===== config.mk =====
export PLATFORM = sky130hd
export DESIGN_NAME = power_island_command_sequencer
export DESIGN_NICKNAME = d
export VERILOG_FILES = /design/src/pis_pkg.sv /design/src/pis_cfg_regs.sv /design/src/pis_engine.sv /design/src/power_island_command_sequencer.sv
export SDC_FILE = /design/constraint.sdc
export NUM_CORES = 1
export LEC_CHECK = 0
export BUFFER_PORTS_ARGS = -buffer_cell sky130_fd_sc_hd__buf_2
export CAP_MARGIN = 10
export CORE_UTILIZATION = 50
export CTS_BUF_LIST = sky130_fd_sc_hd__clkbuf_2 sky130_fd_sc_hd__clkbuf_4 sky130_fd_sc_hd__clkbuf_8
export DETAILED_ROUTE_END_ITERATION = 16
export PLACE_DENSITY = 0.73
export SLEW_MARGIN = 20
export SYNTH_ARGS = -nofsm -noshare
export SYNTH_HDL_FRONTEND = slang
export SYNTH_SLANG_ARGS = --single-unit

===== constraint.sdc =====
create_clock -name clk -period 5.9 [get_ports clk]
set_clock_uncertainty 0.15 [all_clocks]
set_input_delay 0.295 -clock clk [delete_from_list [all_inputs] [get_ports clk]]
set_output_delay 0.295 -clock clk [all_outputs]
set_load 0.02 [all_outputs]

===== src/pis_pkg.sv =====
`timescale 1ns / 1ps

package pis_pkg;

  localparam int ISLAND_COUNT = 16;

  localparam int WORD_W      = 32;
  localparam int ISLANDS_W   = 16;
  localparam int LIMIT_W     = 19;
  localparam int STATUS_SHIFT = 24;

  localparam logic [LIMIT_W-1:0] POLL_LIMIT_RESET = 19'd500000;

  // item kinds
  localparam logic [1:0] KIND_CMD   = 2'd0;
  localparam logic [1:0] KIND_POLL  = 2'd1;
  localparam logic [1:0] KIND_QUERY = 2'd2;

  // command state types
  localparam logic [1:0] ST_UP         = 2'd0;
  localparam logic [1:0] ST_DOWN       = 2'd1;
  localparam logic [1:0] ST_SOFT_RESET = 2'd2;
  localparam logic [1:0] ST_NONE       = 2'd3;

  localparam logic [1:0] FIELD_ALL = 2'b11;
  localparam logic [1:0] FIELD_SR  = 2'b10;
  localparam logic [1:0] FIELD_OFF = 2'b00;

  // register indexes
  localparam logic REG_POLL_LIMIT = 1'b0;

  typedef struct packed {
    logic [1:0]           kind;
    logic [ISLANDS_W-1:0] islands;
    logic [1:0]           power_op;
    logic                 status_unshifted;
    logic [WORD_W-1:0]    register_word;
  } pis_item_t;

  typedef struct packed {
    logic              write_valid;
    logic [WORD_W-1:0] write_word;
    logic              done_res;
    logic              timed_out;
    logic              rejected;
    logic [1:0]        island_state;
  } pis_result_t;

  // status as seen by a poll or query: raw, or arithmetic shift from bit 24
  function automatic logic [WORD_W-1:0] status_of(input logic [WORD_W-1:0] word,
                                                  input logic unshifted);
    logic [WORD_W-1:0] s;
    begin
      s = unshifted ? word : WORD_W'($signed(word) >>> STATUS_SHIFT);
      return s;
    end
  endfunction

endpackage


===== src/pis_cfg_regs.sv =====
`timescale 1ns / 1ps

module pis_cfg_regs (
  input  logic                        clk,
  input  logic                        rst_n,
  input  logic                        cfg_psel,
  input  logic                        cfg_penable,
  input  logic                        cfg_pwrite,
  input  logic [2:0]                  cfg_paddr,
  input  logic [31:0]                 cfg_pwdata,
  output logic [31:0]                 cfg_prdata,
  output logic                        cfg_pready,
  output logic [pis_pkg::LIMIT_W-1:0] poll_limit
);
  import pis_pkg::*;

  logic [LIMIT_W-1:0] poll_limit_r;
  logic [LIMIT_W-1:0] poll_limit_nxt;
  logic               reg_idx;
  logic               wr_en;

  assign cfg_pready = 1'b1;
  assign reg_idx    = cfg_paddr[2];
  assign wr_en      = cfg_psel && cfg_penable && cfg_pwrite && cfg_pready;

  always_comb begin
    poll_limit_nxt = poll_limit_r;
    if (wr_en && (reg_idx == REG_POLL_LIMIT)) begin
      poll_limit_nxt = cfg_pwdata[LIMIT_W-1:0];
    end
  end

  always_ff @(posedge clk) begin
    if (!rst_n) begin
      poll_limit_r <= POLL_LIMIT_RESET;
    end else begin
      poll_limit_r <= poll_limit_nxt;
    end
  end

  always_comb begin
    cfg_prdata = '0;
    if (reg_idx == REG_POLL_LIMIT) begin
      cfg_prdata = {{(32-LIMIT_W){1'b0}}, poll_limit_r};
    end
  end

  assign poll_limit = poll_limit_r;

endmodule


===== src/pis_engine.sv =====
`timescale 1ns / 1ps

module pis_engine (
  input  logic                        clk,
  input  logic                        rst_n,
  input  pis_pkg::pis_item_t          item,
  input  logic                        advance,
  input  logic [pis_pkg::LIMIT_W-1:0] poll_limit,
  output pis_pkg::pis_result_t        result
);
  import pis_pkg::*;

  logic               pending_r,    pending_nxt;
  logic [WORD_W-1:0]  expected_r,   expected_nxt;
  logic [WORD_W-1:0]  mask_r,       mask_nxt;
  logic [1:0]         ptype_r,      ptype_nxt;
  logic               punsh_r,      punsh_nxt;
  logic [LIMIT_W-1:0] poll_count_r, poll_count_nxt;

  logic [ISLAND_COUNT-1:0] isl;
  logic [ISLAND_COUNT-1:0] isl_low;
  logic [WORD_W-1:0]       cmd_word;
  logic [WORD_W-1:0]       cmd_mask;
  logic [WORD_W-1:0]       poll_status;
  logic [WORD_W-1:0]       query_status;
  logic [1:0]              query_field;
  logic                    poll_match;

  assign isl     = item.islands[ISLAND_COUNT-1:0];
  assign isl_low = isl & (~isl + ISLAND_COUNT'(1));

  // new control word and compare mask, all fields in parallel
  always_comb begin
    cmd_word = item.register_word;
    cmd_mask = '0;
    for (int i = 0; i < ISLAND_COUNT; i++) begin
      if (isl[i]) begin
        cmd_mask[2*i +: 2] = FIELD_ALL;
        case (item.power_op)
          ST_DOWN:       cmd_word[2*i +: 2] = FIELD_ALL;
          ST_UP:         cmd_word[2*i +: 2] = FIELD_OFF;
          ST_SOFT_RESET: cmd_word[2*i +: 2] = FIELD_SR;
          default:       cmd_word[2*i +: 2] = cmd_word[2*i +: 2];
        endcase
      end
    end
  end

  // lowest selected island picked by a one-hot select
  assign query_status = status_of(item.register_word, item.status_unshifted);
  always_comb begin
    query_field = 2'b00;
    for (int i = 0; i < ISLAND_COUNT; i++) begin
      query_field = query_field | (query_status[2*i +: 2] & {2{isl_low[i]}});
    end
  end

  assign poll_status = status_of(item.register_word, punsh_r);
  assign poll_match  = (ptype_r != ST_NONE) &&
                       ((poll_status & mask_r) == (expected_r & mask_r));

  always_comb begin
    pending_nxt    = pending_r;
    expected_nxt   = expected_r;
    mask_nxt       = mask_r;
    ptype_nxt      = ptype_r;
    punsh_nxt      = punsh_r;
    poll_count_nxt = poll_count_r;
    result         = '0;
    case (item.kind)
      KIND_CMD: begin
        if (pending_r) begin
          result.rejected = 1'b1;
        end else begin
          result.write_valid = 1'b1;
          result.write_word  = cmd_word;
          expected_nxt       = cmd_word;
          mask_nxt           = cmd_mask;
          ptype_nxt          = item.power_op;
          punsh_nxt          = item.status_unshifted;
          poll_count_nxt     = '0;
          pending_nxt        = 1'b1;
        end
      end
      KIND_POLL: begin
        if (pending_r) begin
          if (poll_match) begin
            result.done_res = 1'b1;
            pending_nxt     = 1'b0;
            poll_count_nxt  = '0;
          end else if (poll_count_r >= poll_limit) begin
            result.timed_out = 1'b1;
            pending_nxt      = 1'b0;
            poll_count_nxt   = '0;
          end else begin
            poll_count_nxt = poll_count_r + LIMIT_W'(1);
          end
        end
      end
      KIND_QUERY: begin
        result.island_state = query_field;
      end
      default: begin
        result = '0;
      end
    endcase
  end

  always_ff @(posedge clk) begin
    if (!rst_n) begin
      pending_r    <= 1'b0;
      expected_r   <= '0;
      mask_r       <= '0;
      ptype_r      <= ST_UP;
      punsh_r      <= 1'b0;
      poll_count_r <= '0;
    end else if (advance) begin
      pending_r    <= pending_nxt;
      expected_r   <= expected_nxt;
      mask_r       <= mask_nxt;
      ptype_r      <= ptype_nxt;
      punsh_r      <= punsh_nxt;
      poll_count_r <= poll_count_nxt;
    end
  end

endmodule


===== src/power_island_command_sequencer.sv =====
`timescale 1ns / 1ps
// An item is taken into the input register and its result into the result register; it
// can transfer out only from there. Throughput: one item per cycle unless stalled; the
// single-pass engine between the two registers sets it. Back-pressure on the result side
// stalls the input register, which stalls in_ready.
// Reset (rst_n, synchronous, active low): both pipeline stages empty, no command
// pending, poll count 0, poll_limit back to 500000.

module power_island_command_sequencer (
  input  logic                          clk,
  input  logic                          rst_n,
  // input channel
  input  logic                          in_valid,
  output logic                          in_ready,
  input  logic [1:0]                    in_kind,
  input  logic [pis_pkg::ISLANDS_W-1:0] in_islands,
  input  logic [1:0]                    in_power_op,
  input  logic                          in_status_unshifted,
  input  logic [pis_pkg::WORD_W-1:0]    in_register_word,
  // result channel
  output logic                          out_valid,
  input  logic                          out_ready,
  output logic                          out_write_valid,
  output logic [pis_pkg::WORD_W-1:0]    out_write_word,
  output logic                          out_done_res,
  output logic                          out_timed_out,
  output logic                          out_rejected,
  output logic [1:0]                    out_island_state,
  // configuration port
  input  logic                          cfg_psel,
  input  logic                          cfg_penable,
  input  logic                          cfg_pwrite,
  input  logic [2:0]                    cfg_paddr,
  input  logic [31:0]                   cfg_pwdata,
  output logic [31:0]                   cfg_prdata,
  output logic                          cfg_pready
);
  import pis_pkg::*;

  // stage 1: input register
  logic        item_vld_r, item_vld_nxt;
  pis_item_t   item_r;
  // stage 2: result register
  logic        res_vld_r, res_vld_nxt;
  pis_result_t res_r;

  pis_result_t        engine_res;
  logic [LIMIT_W-1:0] poll_limit;
  logic               in_xfer;
  logic               advance;
  logic               out_xfer;

  pis_cfg_regs u_cfg (
    .clk        (clk),
    .rst_n      (rst_n),
    .cfg_psel   (cfg_psel),
    .cfg_penable(cfg_penable),
    .cfg_pwrite (cfg_pwrite),
    .cfg_paddr  (cfg_paddr),
    .cfg_pwdata (cfg_pwdata),
    .cfg_prdata (cfg_prdata),
    .cfg_pready (cfg_pready),
    .poll_limit (poll_limit)
  );

  // The engine works on the item in the input register; its state moves
  // only when that item passes into the result register.
  pis_engine u_engine (
    .clk       (clk),
    .rst_n     (rst_n),
    .item      (item_r),
    .advance   (advance),
    .poll_limit(poll_limit),
    .result    (engine_res)
  );

  // Result register frees up when empty or being taken this cycle.
  assign out_xfer = res_vld_r && out_ready;
  assign advance  = item_vld_r && (!res_vld_r || out_ready);
  // Input register takes a new transfer when empty or moving on.
  assign in_ready = !item_vld_r || advance;
  assign in_xfer  = in_valid && in_ready;

  always_comb begin
    item_vld_nxt = item_vld_r;
    if (in_xfer) begin
      item_vld_nxt = 1'b1;
    end else if (advance) begin
      item_vld_nxt = 1'b0;
    end
    res_vld_nxt = res_vld_r;
    if (advance) begin
      res_vld_nxt = 1'b1;
    end else if (out_xfer) begin
      res_vld_nxt = 1'b0;
    end
  end

  always_ff @(posedge clk) begin
    if (!rst_n) begin
      item_vld_r <= 1'b0;
      res_vld_r  <= 1'b0;
    end else begin
      item_vld_r <= item_vld_nxt;
      res_vld_r  <= res_vld_nxt;
    end
  end

  // payload registers, no reset needed
  always_ff @(posedge clk) begin
    if (in_xfer) begin
      item_r.kind             <= in_kind;
      item_r.islands          <= in_islands;
      item_r.power_op         <= in_power_op;
      item_r.status_unshifted <= in_status_unshifted;
      item_r.register_word    <= in_register_word;
    end
    if (advance) begin
      res_r <= engine_res;
    end
  end

  assign out_valid        = res_vld_r;
  assign out_write_valid  = res_r.write_valid;
  assign out_write_word   = res_r.write_word;
  assign out_done_res     = res_r.done_res;
  assign out_timed_out    = res_r.timed_out;
  assign out_rejected     = res_r.rejected;
  assign out_island_state = res_r.island_state;

endmodule


==> summary.md <==
| Metric | Value |
|---|---|
| Status | completed |
| CP required | 6.09 ns |
| Cell area after layout | approximately 11,000 µm² |
| Vias in the first global route | between 7,000 and 8,000 |
| Max VDD drop | 150.1 µV |
| Final setup TNS | 0 ns |
| Clock-pin slew on the worst setup and hold paths | 0.11 ns |
| Crit-path cells | inv_2 > o31a_1 > nor4_1 > nand4b_1 > a2111o_1 > nand4_2 > o32ai_1 |
| DR pass1 iterations | 5 |
| Nature of the critical path startpoint | flip-flop |
| Clock Sinks | 183 |
| Routed WL | 22.85 mm |
| FP Rows | 48 |
| Full die area | 18,460 µm² |
| #FFs+latches synth | between 150 and 200 |
| Fin nets | 1,253 |
| Worst-path maximum fanout | 22 |
| Most used DFF post-synth | dfxtp_1 |
| CP Data Arrival Time | 3.93 ns |
| Gate Count Post-Synth | 955 |
| Fill cells | 1,459 |
| Via density | about 5.6 |
| Layout cells sized above 1 | roughly 16% |
| First-pass GRT wire length | about 36 mm |
| Post-synth EDFFs | 91 |
| N_diodes | 0 |
| DR WL/cell | around 17 µm |
| Post-synthesis sequential area ratio | 51.05% |
| Netlist cell types | 64 |
| CP Class | flip-flop to flip-flop |
| Setup violators final | 0 |
| Die Height | 135.9 µm |
| CTS Root Cell | clkbuf_8 |
| Achievable clock frequency | 267.4 MHz |
| Max-cap violations | 0 |
| Worst-Margin Slew | between 0.9 and 1 ns |
| Synthesis-to-finish area growth | 21.13% |
| Post-CTS setup buffers | 0 |
| DRC viols | 0 |
| Ys async rst share | 0% |
| Num CTS Buffers | 17 |
| # IOs | 168 |
| Htree depth | 4 |
| Top cell type's share of synthesized area | approximately 30% |
| CTS max path bufs | 2 |
| Commonest cells after routing, fill and taps aside | buf_2, nor2_1, nand2_1 |
| Overflow after GRT | 0 |
| # placed instances | 1,268 |
| Met3 Use GR | 3.952% |
| Yosys top cell by area | edfxtp_1 |
| Fin crit share | 63.39% |
| Vias | between 7,000 and 8,000 |
| Largest net degree at the start of global routing | 52 |
| M1 GR Usage | about a third |
| Register area | 4574 µm² |
| Multi-input logic area | around 4000 µm² |
| Initial core utilization | approximately 51% |
| Pre-CTS WS | 2.217 ns |
| Final std cells w/o fill | 1,374 |
| Met2 Use GR | 44.33% |
| CTS tree | done |
| Total track usage | 25.40% |
| Final hold viol count | 0 |
| Slew HR | around 35% |
| Final ANT Viol Nets | 0 |
| Die Width | 135.9 µm |
| Worst skew pair latency | roughly 0.48 ns |
| CP max stage delay | 0.97 ns |
| P_leak | approximately 0.0042 µW |
| Leading cell type in the layout, fill and taps excluded | buf_2 |
| Final Slew Violations | 0 |
| Routability Congestion | approximately 0.85 |
| Busiest layer in global routing | met2 |
| Synth top area cells | edfxtp_1, dfxtp_1, nor2_1 |
| Mapped cell area | between 8000 and 9000 µm² |
| Starting DRC count in detailed routing | 638 |
| Min cycle time layout | 3.740 ns |
| Synthesized area per cell | 9.383 µm² |
| Initial antenna violation count | 0 |
| HP Class | input port to flip-flop |
| Final worst slack | about 2.2 ns |
| DP Area | 9723 µm² |
| PwrDens | 240.2 nW/µm² |
| CORE AREA | 17,420 µm² |
| Synth warn | 0 |
| Final HPWL DP | 14.65 mm |
| Unrepaired setup endpoints after global routing | no |
| Buffers on Ports | 138 |
| Slowest cell on the critical path | dfxtp_1 |
| Worst Setup End Kind | flip-flop |
-- state kept, by name, summed over array words and instances (netlist names), 2 cells and up --
register / flops
out_island_state: 2
out_write_word: 32
u_engine.mask_r: 16
u_cfg.poll_limit: 19
item_r: 53
u_engine.poll_count_r: 19
u_engine.expected_r: 32
u_engine.ptype_r: 2
-- where the power goes --
| part | internal, µW | switching, µW | total [µW] |
|---|---|---|---|
| Combinational | 132 | 184 | 316 |
| Clock | 353 | 498 | 851 |
| Sequential | 1390 | 52.0 | 1440 |
| Total | 1870 | 735 | 2610 |
-- final cells by class --
type                    instances  area share (%)
multi-input cells             681           36.78
well taps                     225           2.594
flip-flops and latches        183           42.14
clock inverters                15           1.441
inverters                      33           1.141
repair buffers                220           13.74
clock buffers                  17           2.156
-- cells by family after synthesis --
family | after synthesis | synth area share, %
DFF | 183 | 51.05
muxes | 29 | 3.267
AOI/OAI and AO/OA | 197 | 14.62
adders and majority gates | 22 | 3.072
and+or+nand+nor | 386 | 19.62
other | 2 | 0.08381
xor gates and xnor gates | 33 | 3.225
buffers and inverters | 103 | 5.068
-- per-layer routing --
metal  up-vias  routed length (µm)
met2       302               11490
li1       3734                   -
met5         -                   0
met3        47                1356
met1      3572                9467
met4         0                 536
-- worst paths after layout --
path | from | to | slack [ns] | cells past startpoint
max | u_engine.punsh_r | u_engine.poll_count_r[7] | 2.16 | 7
min | rst_n | u_cfg.poll_limit[15] | 0.17 | 2
max reg2reg | u_engine.punsh_r | u_engine.poll_count_r[7] | 2.16 | 7
min reg2reg | u_cfg.poll_limit[6] | u_cfg.poll_limit[6] | 0.31 | 2
-- critical path, delay by kind of cell (launching register included) --
family / cells / cell delay, ns
AND/OR/NAND/NOR: 3 / 0.88
buffers and inverters: 1 / 0.26
AO/OA/AOI/OAI: 3 / 1.33
flip-flops: 1 / 0.97
-- through the flow --
step | utilization [%] | hold slack, ns | total power [µW]
global route | 62.32 | 0.1846 | 2695
finish | 62.32 | 0.1661 | 2607
detailed placement | 55.83 | 0.2974 | 1743
floorplan | - | 0.2439 | 1648
global placement | 55.83 | 0.2904 | 1737
CTS | 62.32 | 0.1653 | 2607
-- timing repair --
item	in CTS	in global routing
setup endpoints to repair	0	0
hold buffers	74	0
hold endpoints to repair	74	0
gates resized for setup	0	0
-- synthesized netlist by cell type, types with 6 or more instances --
master and number:
buf_2 6, clkbuf_1 44, and2_1 6, a211oi_1 19, a41oi_1 13, buf_4 14
nand2b_1 27, nor2b_1 7, xnor2_1 15, nand4_1 9, mux2i_1 27, xor2_1 18
dfxtp_1 92, nor3_1 8, o21ai_0 11, nor2_1 136, nand2_1 123, or3_1 18
ha_1 22, nor4_1 7, nand3_1 22, o31a_1 9, and3_1 9, a21oi_1 75
o22ai_1 15, edfxtp_1 91, a31oi_1 9, inv_1 32, o211ai_1 9
(Power assumes the default switching activity.)
